## config.mk

```make
export PLATFORM = sky130hd
export DESIGN_NAME = register_shadow_table
export DESIGN_NICKNAME = d
export VERILOG_FILES = /design/src/hw/rtl/rsht_pkg.sv /design/src/hw/rtl/register_shadow_table.sv
export VERILOG_INCLUDE_DIRS = /design/src /design/src/hw/rtl
export SDC_FILE = /design/constraint.sdc
export NUM_CORES = 2
export LEC_CHECK = 0
export BUFFER_PORTS_ARGS = -buffer_cell sky130_fd_sc_hd__buf_2
export CORE_UTILIZATION = 45
export CTS_CLUSTER_SIZE = 20
export DETAILED_ROUTE_END_ITERATION = 16
export MAX_ROUTING_LAYER = met4
export SYNTH_ARGS = -nofsm -noshare
export SYNTH_HDL_FRONTEND = slang
export SYNTH_SLANG_ARGS = --single-unit
```

## constraint.sdc

```tcl
create_clock -name clk -period 8.4 [get_ports clk]
set_input_delay 0.42 -clock clk [delete_from_list [all_inputs] [get_ports clk]]
set_output_delay 0.42 -clock clk [all_outputs]
set_load 0.05 [all_outputs]
```

## src/hw/rtl/assert_macros.svh

```systemverilog
// Assertion macros shared by the RTL of the register shadow table.
// Needs clk and rst in the scope of each use; empty under synthesis.
`ifndef ASSERT_MACROS_SVH
`define ASSERT_MACROS_SVH

`ifndef SYNTHESIS
`define ASSERT_CLK(lbl, prop, msg) \
  lbl: assert property (@(posedge clk) disable iff (rst) (prop)) else $error(msg);
`define ASSERT_NEVER(lbl, prop, msg) \
  lbl: assert property (@(posedge clk) disable iff (rst) !(prop)) else $error(msg);
`else
`define ASSERT_CLK(lbl, prop, msg)
`define ASSERT_NEVER(lbl, prop, msg)
`endif

`endif

```

## src/hw/rtl/rsht_pkg.sv

```systemverilog
// Package for the register shadow table: sizes, action codes, result type.
// No dependencies.
`default_nettype none

package rsht_pkg;

  localparam int TABLE_DEPTH = 32;
  localparam int IDX_W       = $clog2(TABLE_DEPTH);
  localparam int SIZE_W      = 6;
  localparam int BUFFER_SIZE = 64;
  localparam logic [7:0]  RUN_LIMIT = 8'(BUFFER_SIZE - 6);
  localparam logic [15:0] PEND_BASE = 16'h1000;
  localparam logic [15:0] ADDR_MAX  = 16'hFFFF;

  localparam logic [3:0] ACT_MAP        = 4'd0;
  localparam logic [3:0] ACT_HOST_UPD   = 4'd1;
  localparam logic [3:0] ACT_DISP_UPD   = 4'd2;
  localparam logic [3:0] ACT_READ       = 4'd3;
  localparam logic [3:0] ACT_CLR_PEND   = 4'd4;
  localparam logic [3:0] ACT_FIRST_PEND = 4'd5;
  localparam logic [3:0] ACT_FIRST_RD   = 4'd6;
  localparam logic [3:0] ACT_NEXT_RD    = 4'd7;
  localparam logic [3:0] ACT_RUN_LEN    = 4'd8;

  localparam logic [0:0] CFG_ENABLE = 1'b0;
  localparam logic [0:0] CFG_SIZE   = 1'b1;

  typedef struct packed {
    logic        changed;
    logic [7:0]  run_count;
    logic        found;
    logic [15:0] found_address;
    logic [15:0] read_value;
  } result_t;

endpackage

`default_nettype wire

```

## src/hw/rtl/register_shadow_table.sv

```systemverilog
// Register shadow table: entry store, one-entry actions and table scans.
// Depends on rsht_pkg and assert_macros.svh.
//
//  port group   dir  beat contents
//  s_*          in   tuser: action; tdata: entry_index, address, data_value, run_start
//  m_*          out  tdata: read_value, found_address, run_count; tuser: found, changed
//  cfg_*        in   write: index 0 enable, 1 table_size
//
// Entry actions pass through S_ENTRY and S_DONE before the result is registered.
// Searches visit one entry a cycle through a single compare path, over
// min(table_size, 32) entries. Run length rescans from entry 0 after each hit.
// s_tready is high only while idle; a finished result waits in the m_* register.
// Reset clears mapped, pending and value-written bits at once; no sweep.
`default_nettype none

`include "assert_macros.svh"

module register_shadow_table
  import rsht_pkg::*;
(
  input  wire logic        clk,
  input  wire logic        rst,
  input  wire logic        s_tvalid,
  output logic             s_tready,
  input  wire logic [47:0] s_tdata,   // entry_index, address, data_value, run_start, pad
  input  wire logic [3:0]  s_tuser,   // action
  output logic             m_tvalid,
  input  wire logic        m_tready,
  output logic [39:0]      m_tdata,   // read_value, found_address, run_count
  output logic [1:0]       m_tuser,   // found, changed
  input  wire logic        cfg_we,
  input  wire logic [0:0]  cfg_index,
  input  wire logic [5:0]  cfg_data
);

  localparam logic [2:0] S_IDLE  = 3'd0;
  localparam logic [2:0] S_ENTRY = 3'd1;
  localparam logic [2:0] S_SCAN  = 3'd2;
  localparam logic [2:0] S_RUN   = 3'd3;
  localparam logic [2:0] S_DONE  = 3'd4;

  logic [2:0]        state;
  logic              enable;
  logic [SIZE_W-1:0] table_size;
  logic [SIZE_W-1:0] used;

  logic [15:0] entry_address [TABLE_DEPTH];
  logic [15:0] entry_value   [TABLE_DEPTH];
  logic [TABLE_DEPTH-1:0] entry_mapped;
  logic [TABLE_DEPTH-1:0] entry_pending;
  logic [TABLE_DEPTH-1:0] value_ok;

  logic [3:0]       act;
  logic [IDX_W-1:0] idx;
  logic [16:0]      addr_q;
  logic [15:0]      data_q;
  logic [15:0]      cur;
  logic [IDX_W-1:0] scan;
  result_t          res;

  logic [IDX_W-1:0] in_idx;
  logic [16:0]      in_addr;
  logic [15:0]      in_data;
  logic [7:0]       in_start;
  logic             in_addr_low;
  logic             accept;

  logic [IDX_W-1:0] sel;
  logic [15:0]      sel_addr;
  logic [15:0]      sel_value;
  logic             sel_mapped;
  logic             inr;
  logic             last;
  logic             qual;
  logic             is_upd;

  assign in_idx   = s_tdata[4:0];
  assign in_addr  = s_tdata[21:5];
  assign in_data  = s_tdata[37:22];
  assign in_start = s_tdata[45:38];
  assign in_addr_low = !in_addr[16] && (in_addr[15:0] != ADDR_MAX);

  assign s_tready = (state == S_IDLE);
  assign accept   = s_tvalid && s_tready;

  assign used = (table_size > SIZE_W'(TABLE_DEPTH)) ? SIZE_W'(TABLE_DEPTH) : table_size;

  assign sel        = (state == S_ENTRY) ? idx : scan;
  assign sel_addr   = entry_address[sel];
  assign sel_mapped = entry_mapped[sel];
  assign sel_value  = value_ok[sel] ? entry_value[sel] : 16'd0;
  assign inr        = {1'b0, idx} < used;
  assign last       = {1'b0, scan} == (used - SIZE_W'(1));
  assign is_upd     = (act == ACT_HOST_UPD) || (act == ACT_DISP_UPD);
  assign qual       = sel_mapped && ((act == ACT_FIRST_RD) || (sel_addr > addr_q[15:0]));

  // config
  always_ff @(posedge clk) begin
    if (rst) begin
      enable     <= 1'b1;
      table_size <= SIZE_W'(TABLE_DEPTH);
    end else if (cfg_we) begin
      case (cfg_index)
        CFG_ENABLE: enable     <= cfg_data[0];
        CFG_SIZE:   table_size <= cfg_data;
        default: ;
      endcase
    end
  end

  function automatic logic [15:0] in_range_addr(input logic [16:0] a);
    in_range_addr = a[16] ? 16'd0 : a[15:0];
  endfunction

  // entry store payload
  always_ff @(posedge clk) begin
    if (state == S_ENTRY && inr) begin
      if (act == ACT_MAP) begin
        entry_address[idx] <= in_range_addr(addr_q);
      end
      if (is_upd && sel_value != data_q) begin
        entry_value[idx] <= data_q;
      end
    end
  end

  // flags per entry
  always_ff @(posedge clk) begin
    if (rst) begin
      entry_mapped  <= '0;
      entry_pending <= '0;
      value_ok      <= '0;
    end else if (state == S_ENTRY && inr) begin
      case (act)
        ACT_MAP: entry_mapped[idx] <= !addr_q[16];
        ACT_HOST_UPD, ACT_DISP_UPD: begin
          if (sel_value != data_q) begin
            value_ok[idx] <= 1'b1;
            if (act == ACT_HOST_UPD) entry_pending[idx] <= 1'b1;
          end
        end
        ACT_CLR_PEND: entry_pending[idx] <= 1'b0;
        default: ;
      endcase
    end
  end

  // sequencer
  always_ff @(posedge clk) begin
    if (rst) begin
      state    <= S_IDLE;
      m_tvalid <= 1'b0;
    end else begin
      if (m_tvalid && m_tready && state != S_DONE) m_tvalid <= 1'b0;
      case (state)
        S_IDLE: begin
          if (accept) begin
            act    <= s_tuser;
            idx    <= in_idx;
            addr_q <= in_addr;
            data_q <= in_data;
            cur    <= in_addr[15:0] + 16'd1;
            scan   <= '0;
            res    <= '{changed:       1'b0,
                        run_count:     (s_tuser == ACT_RUN_LEN) ? in_start : 8'd0,
                        found:         1'b0,
                        found_address: 16'd0,
                        read_value:    16'd0};
            case (s_tuser)
              ACT_FIRST_PEND, ACT_FIRST_RD:
                state <= (enable && used != '0) ? S_SCAN : S_DONE;
              ACT_NEXT_RD:
                state <= (enable && used != '0 && in_addr_low) ? S_SCAN : S_DONE;
              ACT_RUN_LEN:
                state <= (in_start < RUN_LIMIT && used != '0 && in_addr_low) ? S_RUN : S_DONE;
              default:
                state <= S_ENTRY;
            endcase
          end
        end
        S_ENTRY: begin
          if (inr) begin
            if (act == ACT_READ) res.read_value <= sel_value;
            if (is_upd && sel_value != data_q) res.changed <= 1'b1;
          end
          state <= S_DONE;
        end
        S_SCAN: begin
          if (act == ACT_FIRST_PEND) begin
            if (sel_mapped && entry_pending[scan] && sel_addr >= PEND_BASE) begin
              res.found_address <= sel_addr;
              res.found         <= 1'b1;
              state             <= S_DONE;
            end else if (last) begin
              state <= S_DONE;
            end else begin
              scan <= scan + IDX_W'(1);
            end
          end else begin
            if (qual && (!res.found || sel_addr < res.found_address)) begin
              res.found_address <= sel_addr;
              res.found         <= 1'b1;
            end
            if (last) state <= S_DONE;
            else scan <= scan + IDX_W'(1);
          end
        end
        S_RUN: begin
          if (sel_mapped && sel_addr == cur) begin
            res.run_count <= res.run_count + 8'd1;
            cur           <= cur + 16'd1;
            scan          <= '0;
            if (res.run_count + 8'd1 >= RUN_LIMIT || cur == ADDR_MAX) state <= S_DONE;
          end else if (last) begin
            state <= S_DONE;
          end else begin
            scan <= scan + IDX_W'(1);
          end
        end
        S_DONE: begin
          if (!m_tvalid || m_tready) begin
            m_tvalid <= 1'b1;
            m_tdata  <= {res.run_count, res.found_address, res.read_value};
            m_tuser  <= {res.changed, res.found};
            state    <= S_IDLE;
          end
        end
        default: state <= S_IDLE;
      endcase
    end
  end

  `ASSERT_CLK(a_nf_zero, m_tvalid && !m_tuser[0] |-> m_tdata[31:16] == 16'd0, "address without hit")
  `ASSERT_NEVER(a_chg_mix, m_tvalid && m_tuser[1] && (m_tuser[0] || m_tdata[39:32] != 8'd0), "mixed result")
  `ASSERT_CLK(a_run_lim, state == S_RUN |-> res.run_count < RUN_LIMIT, "run over limit")
  `ASSERT_CLK(a_scan_rng, state == S_SCAN || state == S_RUN |-> SIZE_W'(scan) < used, "scan beyond table")
  `ASSERT_CLK(a_busy, accept |=> state != S_IDLE, "accept without work")

endmodule

`default_nettype wire
```

# Word level (Yosys, flattened, before mapping)
# Memories as Yosys holds them, arrays and structs flattened.
# Index checks and enable logic that the tools add are counted.
# op_classes
mux,60
add_sub_neg,5
bitwise,6
n_lt_le_gt_ge,11
n_eq_ne,32
n_reduce_logical,48
# ops
operator,n
two-way mux 16 bit,6
two-way mux 32 bit,2
bitwise OR 32 bit,2
one-hot mux 16 bit (2 select lines),2
one-hot mux 32 bit (2 select lines),1
two-way mux 17 bit,3
two-way mux 42 bit,1
one-hot mux 17 bit (2 select lines),1
"adder 16 x 1 -> 16 bit, second input constant",2
bitwise AND 32 bit,1
bitwise mux 32 bit,1
inverter 32 bit,1
two-way mux 3 bit,10
two-way mux 5 bit,6
"== test 4 x 3 -> 1 bit, second input constant",6
"< comparator 5 x 6 -> 1 bit, second input constant",3
== test 16 bit,1
"== test 16 bit, second input constant",1
">= comparator 16 x 13 -> 1 bit, second input constant",1
greater-than comparator 16 bit,1
logical AND 1 bit,16
< comparator 16 bit,1
two-way mux 8 bit,2
inequality test 16 bit,1
other kinds (41),90
# word_totals
regBits,254
output_inout_bits,44
inputBits,64
memories,2
elab_cells,184
mem_bits_rw,1024
# mem_list
memory,words,word_bits,rd,rd_ports_with_merged_regs,wr,line,rtl
entry_address,32,16,1,0,1,register_shadow_table.sv:47,logic [15:0] entry_address [TABLE_DEPTH];
entry_value,32,16,1,0,1,register_shadow_table.sv:48,logic [15:0] entry_value [TABLE_DEPTH];

# Longest topological paths before layout
# depth
depth_word,10
ltp_mapped,27
ltp_nobuf,19

# Least setup slack after synthesis
# Ideal clock, no wire load.
# synth_timing
kind,register -> register
startpoint,register idx[1]
endpoint,register res[16] (netlist bit) (enable)
slack_ps,2173
setup_ps,418
arrival_ps,5809
path_buffers,6
required_ps,7982
synth_period_minus_slack_ps,6227
stages_incl_launch_ff,24
path_cell_list,edfxtp_1 buf_2 buf_2 buf_2 buf_2 buf_2 buf_1 mux2i_1 a21oi_1 a21oi_1 a2bb2oi_1 nand4_1 ha_1 a21o_1 a21o_1 a21o_1 a21o_1 a21o_1 a21o_1 a221oi_1 o21ai_0 nor2_1 o221ai_1 a211oi_1
# synth_between
elab_chain_len,8
word_cells_on_any_way,16
cone_classes,order compare (3); eq/ne (2); mux (3); reduce/logical (7); memory (1)
# synth_lines
item,line,rtl
"start, declared",register_shadow_table.sv:54,logic [IDX_W-1:0] idx;
"start signal, assigned",register_shadow_table.sv:159,idx <= in_idx;
two-way mux 5 bit *,register_shadow_table.sv:88,assign sel = (state == S_ENTRY) ? idx : scan;
memory read (32 x 16 bit) *,-,
via sel_addr[9],register_shadow_table.sv:69,logic [15:0] sel_addr;
greater-than comparator 16 bit,register_shadow_table.sv:95,assign qual = sel_mapped && ((act == ACT_FIRST_RD) || (sel_addr > addr_q[15:0]));
logical OR 1 bit,register_shadow_table.sv:95,
logical AND 1 bit,register_shadow_table.sv:95,
logical AND 1 bit,register_shadow_table.sv:200,if (qual && (!res.found || sel_addr < res.found_address)) begin
inequality test 3 bit (no source line),-,
AND reduction 5 bit (no source line) *,-,
"end signal, assigned",register_shadow_table.sv:164,"res <= '{changed: 1'b0,"
"end, declared",register_shadow_table.sv:59,result_t res;
# The timed path passes the listed nets; every way through them passes the cells marked *. The select of a mux whose other input is x is not followed.
# A chain may end at the register's enable or synchronous reset.

# Worst setup path in the final report
# layout_timing
startpoint,register state[2]
endpoint,register res[17] (netlist bit) (enable)
# layout_between
elab_chain_len,9
word_cells_on_any_way,22
cone_classes,order compare (3); eq/ne (5); mux (3); reduce/logical (10); memory (1)
# layout_lines
item,line,rtl
"start, declared",register_shadow_table.sv:42,logic [2:0] state;
"start signal, assigned",register_shadow_table.sv:171,state <= (enable && used != '0) ? S_SCAN : S_DONE;
"start signal, assigned",register_shadow_table.sv:173,state <= (enable && used != '0 && in_addr_low) ? S_SCAN : S_DONE;
"start signal, assigned",register_shadow_table.sv:175,state <= (in_start < RUN_LIMIT && used != '0 && in_addr_low) ? S_RUN : S_DONE;
== test 3 x 1 -> 1 bit *,register_shadow_table.sv:88,
two-way mux 5 bit *,register_shadow_table.sv:88,
memory read (32 x 16 bit) *,-,
via sel_addr[11],register_shadow_table.sv:69,
greater-than comparator 16 bit,register_shadow_table.sv:95,
logical OR 1 bit,register_shadow_table.sv:95,
logical AND 1 bit,register_shadow_table.sv:95,
logical AND 1 bit,register_shadow_table.sv:200,
inequality test 3 bit (no source line),-,
AND reduction 5 bit (no source line) *,-,
# Marked as above.

==> impl_metrics.py <==
metrics = {
    "place": {
        "gp_congestion": 0.877,
        "post-dp-hpwl_um": 103000,
        "io_buffers": 105,
        "placed_area_um2": 59000,
    },
    "min_path": {
        "hold_class": "input port to register",
    },
    "pwr": {
        "p_per_area_nw_per_um2": 231,
        "power.leakage_uw": 0.0216,
        "peakVddDrop_mv": 0.189,
    },
    "setup_path": {
        "crit_fanout": 24,
        "arrival_ns": 7.30,
        "critPathCaptureType": "register",
        "worstSetupStartpointType": "register",
        "critPathKind": "register to register",
        "crit_required_ns": 8.83,
    },
    "clock_tree": {
        "clock_latency_ns": 0.76,
        "cts_tree": "done",
        "htreeDepth": 4,
        "cts_buffer_depth": 3,
        "cts_buffers": 134,
        "clock-sinks": 1278,
        "root_buffer": "clkbuf_16",
        "clk_pin_slew_ns": 0.06,
        "cts_resized": 0,
    },
    "grt": {
        "grt_util_all_layers_pct": 27.0,
        "grt_pass1_vias": 35100,
        "antenna_found_initial": 2,
        "grt_max_degree": 96,
        "grt-ovfl-total": 0,
        "grt_pass1_wl_um": 242000,
    },
    "yosys": {
        "postSynthAreaPerCell_um2": 13.2,
        "synth.area.mux_share_pct": 7.08,
        "synthFlopType": "edfxtp_1",
        "synthArstFlopShare_pct": 0,
        "synth-seq-cells": 1278,
        "synth.distinct_cells": 90,
        "post_synth_inst_count": 4233,
        "synthSimpleGateAreaFrac_pct": 10.4,
        "synth_top_family_by_area": "compound AO/OA/AOI/OAI gates",
        "synth_edf_count": 1171,
        "synth_xor_xnor_area_share_pct": 0.800,
        "postSynthNetCount": 4337,
        "yosysSeqAreaShare_pct": 66.8,
        "netlist_area_um2": 55900,
        "synth_compound_area_share_pct": 10.7,
        "synth_adder_area_share_pct": 0.896,
        "yosysWarnings": 0,
    },
    "cells_and_area": {
        "synthToLayoutAreaGrowth_pct": 14.5,
        "multi_input_area_um2": 17300,
        "final_area_um2": 64000,
        "num-nets-final": 4535,
        "fillCellCount": 10200,
        "drive_above_1_share_pct": 14.6,
        "area.sequential_um2": 37300,
    },
    "sta": {
        "rsz0062_at_grt": "false",
        "skew_ns": 0.0246,
        "slew_headroom_pct": 13.1,
        "fmax_mhz": 145,
        "fin_crit_ns": 6.87,
        "setup_viol": 0,
        "tightest_slew_ns": 1.30,
        "drv_slew": 0,
        "hold_viol_final": 0,
        "fin_tns_setup_ns": 0,
        "min_period_over_period_pct": 81.8,
    },
    "die": {
        "core_um2": 123000,
        "initial_core_util_pct": 45.6,
        "die_y_um": 354,
        "io_pins": 108,
        "rows": 128,
        "die-area_um2": 126000,
        "fp.dieW_um": 354,
    },
    "detailed_routing": {
        "drc": 0,
        "drt_wl_total_um": 168000,
        "vias": 37900,
        "drtPass1Iterations": 6,
        "routedWlPerCell_um": 27.2,
        "ant_nets": 0,
        "dr.first_iter.drc_count": 4685,
        "vias_per_cell": 6.14,
    },
    "run_status": {
        "outcome": "completed",
    },
    "flow_run": {
        "drv_cap": 0,
    },
}
[path summary, 6_finish.rpt]
path | startpoint | to | slack, ns | cells past startpoint
worst min-delay path | s_tvalid | state[0] | 0.05 | 3
worst max-delay path | state[2] | res[17] | 1.53 | 18
worst min register to register | res[3] | m_tdata[3] | 0.42 | 0
worst max register to register | state[2] | res[17] | 1.53 | 18
[synth_stat cells, types with 20 or more instances]
cell type | number | area [um^2]
and2_1 | 26 | 163
nor4_1 | 48 | 300
o22ai_1 | 51 | 319
nand4_1 | 58 | 363
buf_6 | 21 | 236
inv_1 | 94 | 353
a22oi_1 | 93 | 698
edfxtp_1 | 1171 | 35200
buf_1 | 42 | 158
mux2i_1 | 297 | 2970
a31oi_1 | 38 | 238
clkbuf_1 | 117 | 439
or4_1 | 34 | 255
buf_4 | 23 | 173
ha_1 | 40 | 500
mux4_2 | 37 | 833
a221oi_1 | 66 | 578
a32oi_1 | 24 | 210
nor2_1 | 187 | 702
nor2b_1 | 50 | 313
a21oi_1 | 275 | 1380
o21ai_0 | 85 | 425
xnor2_1 | 20 | 175
nor3_1 | 26 | 130
xor2_1 | 31 | 272
a21o_1 | 24 | 180
buf_2 | 91 | 455
nand2_1 | 554 | 2080
dfxtp_1 | 107 | 2140
a211oi_1 | 120 | 901
nand3_1 | 155 | 776
[repair_timing]
| item | in CTS | in global routing |
|---|---|---|
| hold buffers | 62 | 0 |
| hold endpoints to repair | 57 | 0 |
| setup buffers | 0 | 0 |
[placed cells by master (no fill, tap or decap), drive strengths merged, types with 27 or more instances in the layout]
cell and count:
nor4 52, a22oi 93, a211oi 120, o21ai 89
inv 102, dfxtp 107, o22ai 51, nor3 27
nand3 155, mux4 37, nand4 59, or4 34
clkinv 52, edfxtp 1171, ha 40, nand2 555
buf 295, mux2i 297, a21oi 277, a221oi 67
nor2b 50, dlygate4sd3 62, a31oi 38, xor2 31
clkbuf 173, nor2 188
[cell families after synthesis]
| kind of cell | after synthesis |
|---|---|
| mux | 347 |
| flops | 1278 |
| simple gates | 1229 |
| compound gates | 897 |
| buf+inv | 391 |
| xor+xnor | 51 |
| fa+ha+maj | 40 |
[registers in the layout, indices dropped and copies added, names as in the netlist, named ones only]
name	flops
act	4
addr_q	17
cur	16
data_q	16
enable	1
entry_address	512
entry_mapped	32
entry_value	512
idx	5
m_tdata	40
m_tuser	2
m_tvalid	1
res	42
scan	5
state	3
table_size	6
value_ok	32
[through the flow]
| step | utilization, % | hold WS, ns | setup WS, ns | cells | total power, uW |
|---|---|---|---|---|---|
| after floorplan | - | 0.400 | 2.17 | 4233 | 8310 |
| after global placement | 48.2 | 0.402 | 1.73 | 5858 | 8990 |
| after detailed placement | 48.2 | 0.405 | 1.71 | 5858 | 9010 |
| after CTS | 52.2 | 0.000957 | 1.67 | 6165 | 14800 |
| after global routing | 52.2 | 0.0451 | 1.31 | 6165 | 15200 |
| final | 52.2 | 0.0462 | 1.53 | 6167 | 14800 |
[where the power goes]
group | internal (uW) | switching (uW) | leakage, uW
clock | 3410 | 2460 | 0.00211
combinational | 572 | 1340 | 0.00800
sequential | 6990 | 45.3 | 0.0115
[layout make-up]
cell class              instances  share of cell area [%]
diodes                          2                 0.00783
well taps                    1625                    3.18
repair buffers                357                    4.16
clock inverters                72                    1.05
multi-input cells            2564                    27.0
flip-flops and latches       1278                    58.3
inverters                      96                   0.567
clock buffers                 173                    5.70
[worst max-delay path: stages (launching register included)]
cell      delay, ns
dfxtp_1        0.66
or3b_4         0.60
buf_4          0.47
a21o_2         0.61
nand2_1        0.68
nor4_1         0.61
a22oi_1        0.24
nand3_1        0.35
ha_1           0.34
a21o_1         0.17
a21o_1         0.17
a21o_1         0.18
a21o_1         0.17
a221oi_1       0.23
o21ai_0        0.11
nor2_1         0.17
o221ai_1       0.16
a211oi_2       0.24
buf_4          0.29
[routing by layer]
metal  GRT usage, %  part of all wire [%]  vias up
met5              -                     0        -
met4           6.56                   2.0        0
met2           40.1                    45     1789
met1           38.6                    43    19200
li1               -                     -    16700
met3           4.94                   9.1      234
Note: power is estimated with default switching activity, not from simulation.
